File: config.mk
export PLATFORM = sky130hd
export DESIGN_NAME = rfc3339_timestamp_to_epoch_us
export DESIGN_NICKNAME = d
export VERILOG_FILES = /design/src/rtl/rfcts_pkg.sv /design/src/rtl/rfc3339_timestamp_to_epoch_us.sv /design/src/rtl/rfcts_parser.sv /design/src/rtl/rfcts_queue.sv /design/src/rtl/rfcts_convert.sv
export SDC_FILE = /design/constraint.sdc
export NUM_CORES = 2
export LEC_CHECK = 0
export BUFFER_PORTS_ARGS = -buffer_cell sky130_fd_sc_hd__buf_4
export CORE_MARGIN = 5
export CORE_UTILIZATION = 25
export DETAILED_ROUTE_END_ITERATION = 10
export GPL_TIMING_DRIVEN = 0
export SLEW_MARGIN = 40
export SYNTH_ARGS = -nofsm -noshare
export SYNTH_HDL_FRONTEND = slang
export SYNTH_SLANG_ARGS = --single-unit
export TNS_END_PERCENT = 1
File: constraint.sdc
create_clock -name clk_i -period 25.6 [get_ports clk_i]
set_input_delay 1.28 -clock clk_i [delete_from_list [all_inputs] [get_ports clk_i]]
set_output_delay 1.28 -clock clk_i [all_outputs]
set_load 0.01 [all_outputs]
File: src/rtl/rfcts_pkg.sv
// ----------------------------------------------------------------------------
// rfcts_pkg: shared types and constants for the timestamp converter
// Beat types, the parsed-record type and the status codes.
// ----------------------------------------------------------------------------
package rfcts_pkg;

  function automatic int pow10(input int k);
    int p;
    p = 1;
    for (int i = 0; i < k; i++) begin
      p = p * 10;
    end
    return p;
  endfunction

  // fraction digits kept, i.e. the output time unit is 10^-FracDigits s
  localparam int FracDigits = 6;
  localparam int Scale      = pow10(FracDigits);
  localparam int FracW      = $clog2(Scale);
  localparam int ScaleW     = $clog2(Scale + 1);
  localparam int FdW        = $clog2(FracDigits + 1);

  typedef enum logic [2:0] {
    ST_OK           = 3'd0,
    ST_TOO_SHORT    = 3'd1,
    ST_BAD_DATE     = 3'd2,
    ST_NO_T         = 3'd3,
    ST_BAD_TIME     = 3'd4,
    ST_NO_ZONE      = 3'd5,
    ST_BAD_DIGIT    = 3'd6,
    ST_TRUNC_OFFSET = 3'd7
  } status_e;

  typedef struct packed {
    logic [7:0] ch;
    logic       last;
  } in_item_t;

  typedef struct packed {
    status_e            status;
    logic signed [63:0] epoch_micros;
  } out_item_t;

  // one parsed timestamp, handed from the parser to the converter
  typedef struct packed {
    status_e          status;
    logic [13:0]      year;
    logic [3:0]       month;
    logic [6:0]       day;
    logic [6:0]       hour;
    logic [6:0]       minute;
    logic [6:0]       second;
    logic [FracW-1:0] frac;
    logic [FdW-1:0]   frac_digits;
    logic             off_neg;
    logic [6:0]       off_hours;
    logic [6:0]       off_minutes;
  } rec_t;

  // floor(x / 25) for x below 4096
  function automatic logic [7:0] div25(input logic [11:0] x);
    logic [22:0] p;
    p = 23'(x) * 23'd1311;
    return p[22:15];
  endfunction

  // days before the first of the month in a common year
  function automatic logic [8:0] cum_days(input logic [3:0] m);
    logic [8:0] r;
    case (m)
      4'd2:    r = 9'd31;
      4'd3:    r = 9'd59;
      4'd4:    r = 9'd90;
      4'd5:    r = 9'd120;
      4'd6:    r = 9'd151;
      4'd7:    r = 9'd181;
      4'd8:    r = 9'd212;
      4'd9:    r = 9'd243;
      4'd10:   r = 9'd273;
      4'd11:   r = 9'd304;
      4'd12:   r = 9'd334;
      default: r = 9'd0;
    endcase
    return r;
  endfunction

endpackage

File: src/rtl/rfc3339_timestamp_to_epoch_us.sv
// ----------------------------------------------------------------------------
// rfc3339_timestamp_to_epoch_us: RFC 3339 text to UTC microseconds
// Takes one character per cycle unless full, back to back across strings;
// the parser closes a string on its last beat and queues the parsed record.
// Records go from the queue through the six-stage converter pipeline,
// giving one result per cycle, stalling only while a held output is unpopped.
// Reset clears the parse state, the record queue and the pipeline at once.
// ----------------------------------------------------------------------------
module rfc3339_timestamp_to_epoch_us
  import rfcts_pkg::*;
(
  input  logic      clk_i,
  input  logic      rst_ni,
  input  logic      push,
  output logic      full,
  input  in_item_t  in_item_i,
  output logic      empty,
  input  logic      pop,
  output out_item_t out_item_o
);

  logic accept;
  logic rec_wr;
  rec_t rec_in;
  logic rec_valid;
  rec_t rec_out;
  logic rec_pop;

  assign accept = push && !full;

  rfcts_parser u_parser (
    .clk_i       (clk_i),
    .rst_ni      (rst_ni),
    .accept_i    (accept),
    .in_item_i   (in_item_i),
    .rec_valid_o (rec_wr),
    .rec_o       (rec_in)
  );

  rfcts_queue u_queue (
    .clk_i      (clk_i),
    .rst_ni     (rst_ni),
    .wr_i       (rec_wr),
    .wr_data_i  (rec_in),
    .full_o     (full),
    .rd_valid_o (rec_valid),
    .rd_data_o  (rec_out),
    .rd_i       (rec_pop)
  );

  rfcts_convert u_convert (
    .clk_i       (clk_i),
    .rst_ni      (rst_ni),
    .rec_valid_i (rec_valid),
    .rec_i       (rec_out),
    .rec_pop_o   (rec_pop),
    .empty_o     (empty),
    .out_item_o  (out_item_o),
    .pop_i       (pop)
  );

endmodule

File: src/rtl/rfcts_parser.sv
// ----------------------------------------------------------------------------
// rfcts_parser: character front end
// Walks the timestamp text one character per beat, collects the fields and
// emits one parsed record with its status on the last character.
// ----------------------------------------------------------------------------
module rfcts_parser
  import rfcts_pkg::*;
(
  input  logic     clk_i,
  input  logic     rst_ni,
  input  logic     accept_i,
  input  in_item_t in_item_i,
  output logic     rec_valid_o,
  output rec_t     rec_o
);

  typedef enum logic [4:0] {
    PH_Y0, PH_Y1, PH_Y2, PH_Y3, PH_SEP1, PH_MON0, PH_MON1, PH_SEP2,
    PH_DAY0, PH_DAY1, PH_T, PH_HR0, PH_HR1, PH_COL1, PH_MIN0, PH_MIN1,
    PH_COL2, PH_SEC0, PH_SEC1, PH_AFTERSEC, PH_FRAC, PH_OH0, PH_OH1,
    PH_OCOL, PH_OM0, PH_OM1, PH_DONE
  } phase_e;

  localparam logic [7:0] ChZero   = 8'h30;
  localparam logic [7:0] ChNine   = 8'h39;
  localparam logic [7:0] ChDash   = 8'h2D;
  localparam logic [7:0] ChColon  = 8'h3A;
  localparam logic [7:0] ChDot    = 8'h2E;
  localparam logic [7:0] ChPlus   = 8'h2B;
  localparam logic [7:0] ChUpperT = 8'h54;
  localparam logic [7:0] ChLowerT = 8'h74;
  localparam logic [7:0] ChUpperZ = 8'h5A;
  localparam logic [7:0] ChLowerZ = 8'h7A;

  localparam logic [4:0] CountSat = 5'd20;

  function automatic logic [6:0] acc10(input logic [6:0] v, input logic [3:0] dg);
    return 7'(v * 7'd10 + 7'(dg));
  endfunction

  phase_e           phase_q, phase_d;
  status_e          err_q, err_d;
  logic [4:0]       cnt_q, cnt_d;
  logic [13:0]      year_q, year_d;
  logic [6:0]       month_q, month_d;
  logic [6:0]       day_q, day_d;
  logic [6:0]       hour_q, hour_d;
  logic [6:0]       min_q, min_d;
  logic [6:0]       sec_q, sec_d;
  logic [FracW-1:0] frac_q, frac_d;
  logic [FdW-1:0]   fd_q, fd_d;
  logic             neg_q, neg_d;
  logic [6:0]       oh_q, oh_d;
  logic [6:0]       om_q, om_d;

  logic [7:0] ch;
  logic       is_dig;
  logic [3:0] digit;
  logic [6:0] month_new;

  assign ch        = in_item_i.ch;
  assign is_dig    = (ch >= ChZero) && (ch <= ChNine);
  assign digit     = is_dig ? 4'(ch - ChZero) : 4'd0;
  assign month_new = acc10(month_q, digit);

  assign rec_valid_o = accept_i && in_item_i.last;

  always_comb begin
    phase_d = phase_q;
    err_d   = err_q;
    cnt_d   = cnt_q;
    year_d  = year_q;
    month_d = month_q;
    day_d   = day_q;
    hour_d  = hour_q;
    min_d   = min_q;
    sec_d   = sec_q;
    frac_d  = frac_q;
    fd_d    = fd_q;
    neg_d   = neg_q;
    oh_d    = oh_q;
    om_d    = om_q;

    if (accept_i) begin
      if (cnt_q < CountSat) begin
        cnt_d = cnt_q + 5'd1;
      end
      // after the first error the characters are only counted
      if (err_q == ST_OK) begin
        unique case (phase_q) inside
          PH_Y0, PH_Y1, PH_Y2, PH_Y3, PH_MON0, PH_MON1, PH_DAY0, PH_DAY1,
          PH_HR0, PH_HR1, PH_MIN0, PH_MIN1, PH_SEC0, PH_SEC1, PH_OH0, PH_OH1,
          PH_OM0, PH_OM1: begin
            if (!is_dig) begin
              err_d = ST_BAD_DIGIT;
            end else begin
              case (phase_q) inside
                [PH_Y0:PH_Y3]:    year_d = 14'(year_q * 14'd10 + 14'(digit));
                PH_MON0, PH_MON1: month_d = month_new;
                PH_DAY0, PH_DAY1: day_d = acc10(day_q, digit);
                PH_HR0, PH_HR1:   hour_d = acc10(hour_q, digit);
                PH_MIN0, PH_MIN1: min_d = acc10(min_q, digit);
                PH_SEC0, PH_SEC1: sec_d = acc10(sec_q, digit);
                PH_OH0, PH_OH1:   oh_d = acc10(oh_q, digit);
                default:          om_d = acc10(om_q, digit);
              endcase
              if (phase_q == PH_MON1 && (month_new == 7'd0 || month_new > 7'd12)) begin
                err_d = ST_BAD_DATE;
              end else begin
                phase_d = phase_e'(phase_q + 5'd1);
              end
            end
          end
          PH_SEP1, PH_SEP2: begin
            if (ch == ChDash) begin
              phase_d = phase_e'(phase_q + 5'd1);
            end else begin
              err_d = ST_BAD_DATE;
            end
          end
          PH_T: begin
            if (ch == ChUpperT || ch == ChLowerT) begin
              phase_d = PH_HR0;
            end else begin
              err_d = ST_NO_T;
            end
          end
          PH_COL1, PH_COL2: begin
            if (ch == ChColon) begin
              phase_d = phase_e'(phase_q + 5'd1);
            end else begin
              err_d = ST_BAD_TIME;
            end
          end
          PH_AFTERSEC, PH_FRAC: begin
            if (phase_q == PH_AFTERSEC && ch == ChDot) begin
              phase_d = PH_FRAC;
            end else if (phase_q == PH_FRAC && is_dig) begin
              // extra fraction digits are dropped
              if (fd_q < FdW'(FracDigits)) begin
                frac_d = FracW'(frac_q * FracW'(10) + FracW'(digit));
                fd_d   = fd_q + FdW'(1);
              end
            end else if (ch == ChUpperZ || ch == ChLowerZ) begin
              phase_d = PH_DONE;
            end else if (ch == ChPlus || ch == ChDash) begin
              neg_d   = (ch == ChDash);
              phase_d = PH_OH0;
            end else begin
              err_d = ST_NO_ZONE;
            end
          end
          PH_OCOL: begin
            // colon in the offset is optional
            if (ch == ChColon) begin
              phase_d = PH_OM0;
            end else if (is_dig) begin
              om_d    = 7'(digit);
              phase_d = PH_OM1;
            end else begin
              err_d = ST_BAD_DIGIT;
            end
          end
          default: ;
        endcase
      end
    end

    rec_o.year        = year_d;
    rec_o.month       = month_d[3:0];
    rec_o.day         = day_d;
    rec_o.hour        = hour_d;
    rec_o.minute      = min_d;
    rec_o.second      = sec_d;
    rec_o.frac        = frac_d;
    rec_o.frac_digits = fd_d;
    rec_o.off_neg     = neg_d;
    rec_o.off_hours   = oh_d;
    rec_o.off_minutes = om_d;
    if (cnt_d < CountSat) begin
      rec_o.status = ST_TOO_SHORT;
    end else if (err_d != ST_OK) begin
      rec_o.status = err_d;
    end else if (phase_d != PH_DONE) begin
      rec_o.status = (phase_d >= PH_OH0) ? ST_TRUNC_OFFSET : ST_NO_ZONE;
    end else begin
      rec_o.status = ST_OK;
    end

    // the string is finished: start over for the next one
    if (accept_i && in_item_i.last) begin
      phase_d = PH_Y0;
      err_d   = ST_OK;
      cnt_d   = '0;
      year_d  = '0;
      month_d = '0;
      day_d   = '0;
      hour_d  = '0;
      min_d   = '0;
      sec_d   = '0;
      frac_d  = '0;
      fd_d    = '0;
      neg_d   = 1'b0;
      oh_d    = '0;
      om_d    = '0;
    end
  end

  always_ff @(posedge clk_i or negedge rst_ni) begin
    if (!rst_ni) begin
      phase_q <= PH_Y0;
      err_q   <= ST_OK;
      cnt_q   <= '0;
      year_q  <= '0;
      month_q <= '0;
      day_q   <= '0;
      hour_q  <= '0;
      min_q   <= '0;
      sec_q   <= '0;
      frac_q  <= '0;
      fd_q    <= '0;
      neg_q   <= 1'b0;
      oh_q    <= '0;
      om_q    <= '0;
    end else begin
      phase_q <= phase_d;
      err_q   <= err_d;
      cnt_q   <= cnt_d;
      year_q  <= year_d;
      month_q <= month_d;
      day_q   <= day_d;
      hour_q  <= hour_d;
      min_q   <= min_d;
      sec_q   <= sec_d;
      frac_q  <= frac_d;
      fd_q    <= fd_d;
      neg_q   <= neg_d;
      oh_q    <= oh_d;
      om_q    <= om_d;
    end
  end

  assert property (@(posedge clk_i) disable iff (!rst_ni)
    accept_i && in_item_i.last |=> phase_q == PH_Y0 && cnt_q == '0 && err_q == ST_OK)
    else $error("parser state not cleared after last beat");

  assert property (@(posedge clk_i) disable iff (!rst_ni) cnt_q <= CountSat)
    else $error("character count past saturation");

endmodule

File: src/rtl/rfcts_queue.sv
// ----------------------------------------------------------------------------
// rfcts_queue: record queue
// Short queue of parsed records between the parser and the converter.
// ----------------------------------------------------------------------------
module rfcts_queue
  import rfcts_pkg::*;
(
  input  logic clk_i,
  input  logic rst_ni,
  input  logic wr_i,
  input  rec_t wr_data_i,
  output logic full_o,
  output logic rd_valid_o,
  output rec_t rd_data_o,
  input  logic rd_i
);

  // power of two so the pointers wrap on their own
  localparam int QDepth = 4;
  localparam int PtrW   = $clog2(QDepth);
  localparam int CntW   = $clog2(QDepth + 1);

  rec_t            mem_q [QDepth];
  logic [PtrW-1:0] wr_ptr_q, rd_ptr_q;
  logic [CntW-1:0] cnt_q, cnt_d;
  logic            do_rd;

  assign full_o     = (cnt_q == CntW'(QDepth));
  assign rd_valid_o = (cnt_q != '0);
  assign rd_data_o  = mem_q[rd_ptr_q];
  assign do_rd      = rd_i && rd_valid_o;

  always_comb begin
    cnt_d = cnt_q;
    if (wr_i && !do_rd) begin
      cnt_d = cnt_q + CntW'(1);
    end else if (!wr_i && do_rd) begin
      cnt_d = cnt_q - CntW'(1);
    end
  end

  always_ff @(posedge clk_i or negedge rst_ni) begin
    if (!rst_ni) begin
      wr_ptr_q <= '0;
      rd_ptr_q <= '0;
      cnt_q    <= '0;
    end else begin
      if (wr_i) begin
        wr_ptr_q <= wr_ptr_q + PtrW'(1);
      end
      if (do_rd) begin
        rd_ptr_q <= rd_ptr_q + PtrW'(1);
      end
      cnt_q <= cnt_d;
    end
  end

  always_ff @(posedge clk_i) begin
    if (wr_i) begin
      mem_q[wr_ptr_q] <= wr_data_i;
    end
  end

  assert property (@(posedge clk_i) disable iff (!rst_ni) cnt_q <= CntW'(QDepth))
    else $error("record queue count out of range");

  assert property (@(posedge clk_i) disable iff (!rst_ni) wr_i |-> !full_o)
    else $error("record written into a full queue");

endmodule

File: src/rtl/rfcts_convert.sv
// ----------------------------------------------------------------------------
// rfcts_convert: calendar to epoch pipeline
// Six-stage pipeline turning a parsed record into UTC time since 1970;
// the last stage is the output register, the whole pipe stalls with it.
// ----------------------------------------------------------------------------
module rfcts_convert
  import rfcts_pkg::*;
(
  input  logic      clk_i,
  input  logic      rst_ni,
  input  logic      rec_valid_i,
  input  rec_t      rec_i,
  output logic      rec_pop_o,
  output logic      empty_o,
  output out_item_t out_item_o,
  input  logic      pop_i
);

  localparam int DbyW  = 22;
  localparam int DaysW = 24;
  localparam int HmsW  = 21;
  localparam int SecsW = 41;

  // days from year 0 to 1970-01-01
  localparam int Dby1970 = 719528;
  localparam logic signed [SecsW-1:0] SecPerDay = SecsW'(86400);
  localparam logic [ScaleW-1:0]       ScaleC    = ScaleW'(Scale);

  logic adv;

  // stage a
  logic                a_vld_q;
  status_e             a_status_q;
  logic [13:0]         a_yr_q, a_nyr_q;
  logic [7:0]          a_qy_q, a_qn_q;
  logic [3:0]          a_month_q;
  logic [6:0]          a_day_q, a_hour_q, a_min_q, a_sec_q;
  logic [12:0]         a_tzmin_q;
  logic                a_neg_q;
  logic [FracW-1:0]    a_frac_q;
  // stage b
  logic                b_vld_q;
  status_e             b_status_q;
  logic signed [DaysW-1:0] b_days_q, b_days_d;
  logic signed [HmsW-1:0]  b_hms_q, b_hms_d;
  logic [FracW-1:0]    b_frac_q;
  // stage c
  logic                c_vld_q;
  status_e             c_status_q;
  logic signed [SecsW-1:0] c_secs_q, c_secs_d;
  logic [FracW-1:0]    c_frac_q;
  // stage d
  logic                d_vld_q;
  status_e             d_status_q;
  logic [63:0]         d_plo_q;
  logic [31:0]         d_shi_q;
  logic [FracW-1:0]    d_frac_q;
  // stage e
  logic                e_vld_q;
  status_e             e_status_q;
  logic [63:0]         e_plo_q;
  logic [31:0]         e_phi_q;
  logic [FracW-1:0]    e_frac_q;
  // stage f, output register
  logic                f_vld_q;
  status_e             f_status_q;
  logic [63:0]         f_res_q, f_res_d;

  assign adv        = !f_vld_q || pop_i;
  assign rec_pop_o  = adv && rec_valid_i;
  assign empty_o    = !f_vld_q;
  assign out_item_o.status       = f_status_q;
  assign out_item_o.epoch_micros = f_res_q;

  // stage a: year quotients, offset minutes, fraction padding
  logic [ScaleW-1:0]       pow_tab [FracDigits+1];
  logic [FdW-1:0]          pow_idx;
  logic [FracW+ScaleW-1:0] frac_prod;
  logic [13:0]             nyr;

  for (genvar g = 0; g <= FracDigits; g++) begin : g_pow
    assign pow_tab[g] = ScaleW'(pow10(g));
  end

  assign pow_idx   = FdW'(FracDigits) - rec_i.frac_digits;
  assign frac_prod = rec_i.frac * pow_tab[pow_idx];
  assign nyr       = rec_i.year - 14'd1;

  // stage b: day number and second of day
  logic [DbyW-1:0]         dby;
  logic                    leap;
  logic                    leap_add;
  logic signed [DaysW-1:0] dby_s, cum_s, day_s, adj_s;
  logic [HmsW-1:0]         hms_base, tz_sec;

  always_comb begin
    if (a_yr_q == '0) begin
      dby = '0;
    end else begin
      dby = DbyW'(a_yr_q * DbyW'(365)) + DbyW'(a_nyr_q[13:2]) - DbyW'(a_qn_q)
          + DbyW'(a_qn_q[7:2]) + DbyW'(1);
    end
    // divisible by 4, and not a century unless divisible by 400
    leap = (a_yr_q[1:0] == 2'b00)
        && ((a_yr_q[13:2] != 12'(a_qy_q * 12'd25)) || (a_qy_q[1:0] == 2'b00));
    leap_add = leap && (a_month_q > 4'd2);
    dby_s    = DaysW'(dby);
    cum_s    = DaysW'(cum_days(a_month_q));
    day_s    = DaysW'(a_day_q);
    adj_s    = DaysW'(leap_add);
    b_days_d = dby_s - DaysW'(Dby1970) + cum_s + adj_s + day_s - DaysW'(1);

    hms_base = HmsW'(a_hour_q) * HmsW'(3600) + HmsW'(a_min_q) * HmsW'(60) + HmsW'(a_sec_q);
    tz_sec   = HmsW'(a_tzmin_q) * HmsW'(60);
    b_hms_d  = a_neg_q ? (hms_base + tz_sec) : (hms_base - tz_sec);
  end

  // stage c: seconds since the epoch
  logic signed [SecsW-1:0] days_w, hms_w;
  assign days_w   = SecsW'(b_days_q);
  assign hms_w    = SecsW'(b_hms_q);
  assign c_secs_d = days_w * SecPerDay + hms_w;

  // stages d and e: scale to the output unit in two 32-bit halves
  logic [63:0]          secs64;
  logic [31+ScaleW:0]   d_prod, e_prod;
  assign secs64 = 64'(c_secs_q);
  assign d_prod = c_secs_q[31:0] * ScaleC;
  assign e_prod = d_shi_q * ScaleC;

  always_comb begin
    f_res_d = e_plo_q + {e_phi_q, 32'd0} + 64'(e_frac_q);
    if (e_status_q != ST_OK) begin
      f_res_d = '0;
    end
  end

  always_ff @(posedge clk_i or negedge rst_ni) begin
    if (!rst_ni) begin
      a_vld_q <= 1'b0;
      b_vld_q <= 1'b0;
      c_vld_q <= 1'b0;
      d_vld_q <= 1'b0;
      e_vld_q <= 1'b0;
      f_vld_q <= 1'b0;
    end else if (adv) begin
      a_vld_q <= rec_valid_i;
      b_vld_q <= a_vld_q;
      c_vld_q <= b_vld_q;
      d_vld_q <= c_vld_q;
      e_vld_q <= d_vld_q;
      f_vld_q <= e_vld_q;
    end
  end

  always_ff @(posedge clk_i) begin
    if (adv) begin
      a_status_q <= rec_i.status;
      a_yr_q     <= rec_i.year;
      a_nyr_q    <= nyr;
      a_qy_q     <= div25(rec_i.year[13:2]);
      a_qn_q     <= div25(nyr[13:2]);
      a_month_q  <= rec_i.month;
      a_day_q    <= rec_i.day;
      a_hour_q   <= rec_i.hour;
      a_min_q    <= rec_i.minute;
      a_sec_q    <= rec_i.second;
      a_tzmin_q  <= 13'(rec_i.off_hours) * 13'd60 + 13'(rec_i.off_minutes);
      a_neg_q    <= rec_i.off_neg;
      a_frac_q   <= FracW'(frac_prod);

      b_status_q <= a_status_q;
      b_days_q   <= b_days_d;
      b_hms_q    <= b_hms_d;
      b_frac_q   <= a_frac_q;

      c_status_q <= b_status_q;
      c_secs_q   <= c_secs_d;
      c_frac_q   <= b_frac_q;

      d_status_q <= c_status_q;
      d_plo_q    <= 64'(d_prod);
      d_shi_q    <= secs64[63:32];
      d_frac_q   <= c_frac_q;

      e_status_q <= d_status_q;
      e_plo_q    <= d_plo_q;
      e_phi_q    <= e_prod[31:0];
      e_frac_q   <= d_frac_q;

      f_status_q <= e_status_q;
      f_res_q    <= f_res_d;
    end
  end

  assert property (@(posedge clk_i) disable iff (!rst_ni)
    f_vld_q && f_status_q != ST_OK |-> f_res_q == '0)
    else $error("non-zero time on a failed conversion");

  assert property (@(posedge clk_i) disable iff (!rst_ni)
    f_vld_q && !pop_i |=> f_vld_q && $stable(f_status_q) && $stable(e_vld_q))
    else $error("pipeline moved while the output was held");

endmodule

Word-level counts from Yosys, hierarchy flattened
Memories as Yosys holds them, arrays and structs flattened. A register that Yosys moved wholly into a read port is not among the register bits.
Cells that the tools add are included.

storage, ports and cells
  flip-flop bits (word level) = 598
  memory bits (writable) = 348
  memory bits (read-only) = 304
  bits of input ports = 13
  output and inout bits = 69
  word-level logic and storage cells = 358
  memories = 3

memory list
  name             depth  bits a word  read ports  clocked after Yosys merged registers in  wr ports  RTL line             RTL
  u_queue.mem_q    4      87           1           0                                        1         rfcts_queue.sv:23    rec_t mem_q [QDepth];
  (no name shown)  8      20           1           0                                        0         rfcts_convert.sv:86  assign frac_prod = rec_i.frac * pow_tab[pow_idx];
  (no name shown)  16     9            1           1                                        0         rfcts_pkg.sv:70      case (m)

cells by class
  add/sub/neg operators = 36
  multipliers = 21
  magnitude comparators = 11
  equal/unequal tests = 37
  muxes and demuxes = 146
  bitwise operators = 1
  reduce and logical (&&, ||, !) cells = 49

operators with widths
  cell                      count
  $mux W7                   70
  $mux W20                  9
  $mux W5                   17
  $mux W14                  6
  $mux W3                   26
  $add A52 B64 Y64          1
  $add A64 B20 Y64          1
  $eq A5 B5 Y1 const B      10
  $add A7 B4 Y7             7
  $mul A7 B3 Y6 const B     7
  $mul A12 B11 Y23 const B  2
  $mul A32 B14 Y46 const B  1
  $add A41 B21 Y41          1
  $eq A5 B4 Y1 const B      8
  $mul A24 B11 Y34 const B  1
  $eq A8 B6 Y1 const B      4
  $eq A8 B7 Y1 const B      4
  $mul A32 B14 Y26 const B  1
  $pmux W5 S6               1
  $add A24 B10 Y24          1
  $add A24 B2 Y24           1
  $add A24 B8 Y24           1
  $sub A24 B2 Y24 const B   1
  $sub A22 B20 Y23 const B  1
  64 further kinds          119

Longest topological paths before layout
  depth in word-level cells = 17
  mapped depth = 36
  mapped depth without buffers = 32

Modules after synthesis
A second synthesis with hierarchy kept.

second synthesis, totals
  cells, all modules = 6738
  area, all modules = 77737.1 um^2

by module, submodules not included
  module                         times used  cells an instance  area each (um^2)  seq. area each (um^2)
  rfcts_convert                  1           5135               55384.4           14834.2
  rfcts_queue                    1           489                12939.9           10625.2
  rfcts_parser                   1           1113               9399.0            2477.4
  rfc3339_timestamp_to_epoch_us  1           1                  13.8              0.0

Worst setup path after synthesis
No wires, ideal clock.

  kind = input-to-reg
  start = in pop
  end = reg, netlist name u_convert.cum_s[1]
  library setup time = 0.143 ns
  arrival time = 19.098 ns
  required time = 25.457 ns
  setup slack = 6.359 ns
  stages = 6
  cell sequence = nand2b_1 buf_1 mux2i_1 ha_1 o21ai_0 mux2i_1

between the ends
  cells in the longest elaborated chain, start to end = 2

ends and longest elaborated chain
  element             RTL line                             RTL
  from (decl)         rfc3339_timestamp_to_epoch_us.sv:18  input logic pop,
  $logic_or A1 B1 Y1  rfcts_convert.sv:69                  assign adv = !f_vld_q || pop_i;
  $mux W4 (no line)   n/a

No other way between the ends.
A chain may end at the register's enable or synchronous reset.

Final worst setup path
  start = reg u_queue.rd_ptr_q[0]
  end = reg u_convert.a_frac_q[18] (data pin)

between the ends
  cells in the longest elaborated chain, start to end = 7

ends and longest elaborated chain
  element                                      RTL line              RTL
  from (decl)                                  rfcts_queue.sv:24     logic [PtrW-1:0] wr_ptr_q, rd_ptr_q;
  from (signal assigned)                       rfcts_queue.sv:52     rd_ptr_q <= rd_ptr_q + PtrW'(1);
  $mem_v2 Z4 W87 *                             n/a
  $sub A3 B3 Y3                                rfcts_convert.sv:85   assign pow_idx = FdW'(FracDigits) - rec_i.frac_digits;
  $not A3 Y4 (not written as such)             rfcts_convert.sv:86
  $mem_v2 Z8 W20                               n/a
  $mux W20 (not written as such) (2 in a row)  rfcts_convert.sv:86
  $mul A20 B20 Y20 *                           rfcts_convert.sv:86
  named net u_convert.frac_prod[18]            rfcts_convert.sv:78   logic [FracW+ScaleW-1:0] frac_prod;
  to (signal assigned)                         rfcts_convert.sv:170  a_frac_q <= FracW'(frac_prod);
  to (decl)                                    rfcts_convert.sv:40   logic [FracW-1:0] a_frac_q;

The timed path passes the listed nets; every way through them passes the cells marked *. The select of a mux whose other input is x is not followed.

==> impl_metrics.csv <==
group,metric,value,unit
grt,grt_pass1_wl,266000,um
timing,min_period,10910,ps
clock_tree,h-tree-depth,3,
clock_tree,postCtsResizedCells,0,
setup_path,end_kind,"register",
run,maxCapViolations,0,
synth,ys.flop_type,"edfxtp_1",
layout,layout.cells.non_filler,11100,
floorplanning,std_cell_rows,204,
clock_tree,clkSinkCount,952,
min_path,min_from,"u_convert.d_plo_q[42]",
min_path,min_to,"u_convert.e_plo_q[42]",
routing,drc,0,
timing,tightest_slew,883,ps
clock_tree,cts_root_buf,"clkbuf_16",
synth,syn_nets,8386,
timing,setup_viol,0,
floorplanning,die_h,567,um
placed_design,gp_congestion,0.865,
floorplanning,core,309000,um2
synth,yosys_warnings,0,
placed_design,placed_area,84400,um2
setup_path,r2r_cells,35,
placed_design,io_buffers,81,
setup_path,crit_type,"reg -> reg",
clock_tree,cts_tree,"built",
setup_path,cp_data_required_time,26110,ps
run_status,status,"completed",
timing,fmax,91.6,MHz
floorplanning,fp.dieArea,321000,um2
synth,syn-instance-count,6698,
routing,wl_per_cell,14.5,um
setup_path,reg2reg_slack,14690,ps
routing,dr.first_iter.drc_count,2465,
routing,vias_per_cell,4.25,
layout,final_nets,8609,
synth,synth_edf_count,831,
layout,final_common_cell,"inv_1",
timing,finalClockSkew,52.5,ps
timing,drv_slew,0,
routing,dr.pass1.iters,5,
floorplanning,start_util,25.1,%
grt,track_usage,10.0,%
clock_tree,clk_pin_slew,70,ps
clock_tree,clock_latency,750,ps
timing,hold_ws,413,ps
routing,drt_wl_total,162000,um
min_path,hp-class,"reg -> reg",
timing,finalHoldViolations,0,
setup_path,r2r-start,"u_queue.rd_ptr_q[0]",
routing,drtAntennaViolNets,0,
setup_path,critPathTopFamily,"adder cells",
layout,diodes,0,
grt,antenna_found_initial,6,
floorplanning,boundaryPins,82,
layout,syn2layout_area_growth,13.3,%
clock_tree,cts_setup_buffers,0,
placed_design,dpl.cell_count,10900,
grt,grt_max_degree,61,
synth,syn_avg_cell_area,11.6,um2
timing,fin_crit_sh,42.6,%
clock_tree,cts_made_buffers,99,
placed_design,hpwlAfterDp,130000,um
setup_path,critPathSlowestCell,"a2111oi_0",
routing,num_vias,47300,
layout,final_area,87900,um2
synth,synth_cell_types,109,
setup_path,slowest_delay,790,ps
floorplanning,die_w,567,um
synth,yosysSeqAreaShare,36.0,%
setup_path,worstPathArrival,11420,ps
synth,synthArstFlopShare,11.8,%
setup_path,cpMostUsedCell,"ha_1",
setup_path,cp_num_buf_inv,13,
setup_path,critical_path.startpoint_type,"register",
synth,synth_area,77500,um2
grt,overflow,0,
clock_tree,cts_buffer_depth,3,
synth,ys_ff_latch,952,
layout,final_cell_mix,"inv_1, ha_1, edfxtp_1, fa_1, xnor2_1",
timing,rsz0062_at_grt,"no",
clock_tree,cts_hold_buf,0,
setup_path,crit_fanout,10,
grt,grt_pass1_vias,49600,
timing,slew-limit-headroom,40.7,%
min_path,min_path_cells,0,
setup_path,r2r-end,"u_convert.a_frac_q[18]",
layout,drive_gt1_share,7.58,%
-- cell usage after synthesis, drive strengths merged, types with 16 or more instances --
cell type	n	area [um2]
inv	1094	4110
ha	1062	13300
edfxtp	831	25000
fa	613	12300
xnor2	361	3160
nor2	339	1280
nand2	308	1160
a21oi	298	1500
o21ai	193	973
nor2b	159	1010
xor2	151	1320
a21o	123	925
dfrtp	112	2800
nor3	88	455
nand3	85	438
mux4	78	1760
clkbuf	63	236
nand2b	58	363
and2	51	319
o21a	51	383
and3	49	307
mux2	49	559
o21bai	40	300
or3	34	213
a31oi	33	213
buf	30	150
nor3b	27	208
o211ai	23	173
a211oi	21	168
or2	20	125
a21boi	19	143
nand4	17	106
o31ai	16	139
-- cell type report --
class                      instances  area [um2]
buffer                            93         397
multi-input combinational       4559       45300
tap                             4120        5150
sequential                       952       27900
clock buffer                     119        2640
clock inverter                    67         810
timing repair buffer             122        1580
fill                           31600      221000
inverter                        1094        4110
-- per-stage QoR --
| stage | worst slack [ps] | TNS [ps] | utilization (%) |
|---|---|---|---|
| floorplan | 6360 | 0 | - |
| global placement | -1830 | -14630 | 27.0 |
| detailed placement | 14620 | 0 | 27.3 |
| CTS | 14570 | 0 | 28.4 |
| global route | 14080 | 0 | 28.5 |
| finish | 14690 | 0 | 28.5 |
-- flip-flops by register name, indices dropped and copies added, names as in the netlist, 21 cells and up --
| name | flops |
|---|---|
| u_convert.e_phi_q | 26 |
| u_convert.d_plo_q | 46 |
| u_convert.e_plo_q | 46 |
| u_convert.b_days_q | 24 |
| u_convert.b_hms_q | 21 |
| u_convert.f_res_q | 64 |
| u_convert.c_secs_q | 41 |
| u_queue.mem_q | 348 |
-- logic make-up (layout without fill, tap and decap cells) --
group                      Yosys count  count (layout)  synth area share (%)
AOI/OAI and AO/OA                  942             942                  7.90
and+or+nand+nor                   1286            1286                  8.28
muxes                              142             142                  3.18
adders and majority gates         1675            1675                  33.0
DFF                                952             952                  36.0
buffers and inverters             1187            1495                  5.80
xor gates and xnor gates           514             514                  5.84
-- layer usage --
| metal | track usage [%] | share of wire [%] | wire (um) |
|---|---|---|---|
| met3 | 1.48 | 3.8 | 6140 |
| met1 | 13.9 | 48 | 77300 |
| met4 | 2.05 | 2.0 | 3170 |
| met2 | 16.6 | 46 | 74900 |
| met5 | 0 | 0.020 | 33 |
-- worst register-to-register path: cells and delay by family (launching register included) --
kind,cells,cell delay [ps]
simple gates,2,650
flops,1,320
fa+ha+maj,9,3320
xor+xnor,1,220
buf+inv,13,3200
compound gates,9,2360
mux,1,610
-- worst max-delay path by stage --
stage          slack (ps)                 from                     end  cells after the start
3_3_place_gp        -1830                  pop      u_convert.cum_s[1]                      7
3_5_place_dp        14620  u_queue.rd_ptr_q[1]  u_convert.a_frac_q[18]                     36
2_1_floorplan        6360                  pop      u_convert.cum_s[1]                      6
5_1_grt             14080  u_queue.rd_ptr_q[0]  u_convert.a_frac_q[18]                     35
6_report            14690  u_queue.rd_ptr_q[0]  u_convert.a_frac_q[18]                     35
4_1_cts             14570  u_queue.rd_ptr_q[1]  u_convert.a_frac_q[18]                     36
Power is not shown: default switching activity piles up to over one toggle a cycle in this logic, so the estimate is an artifact.
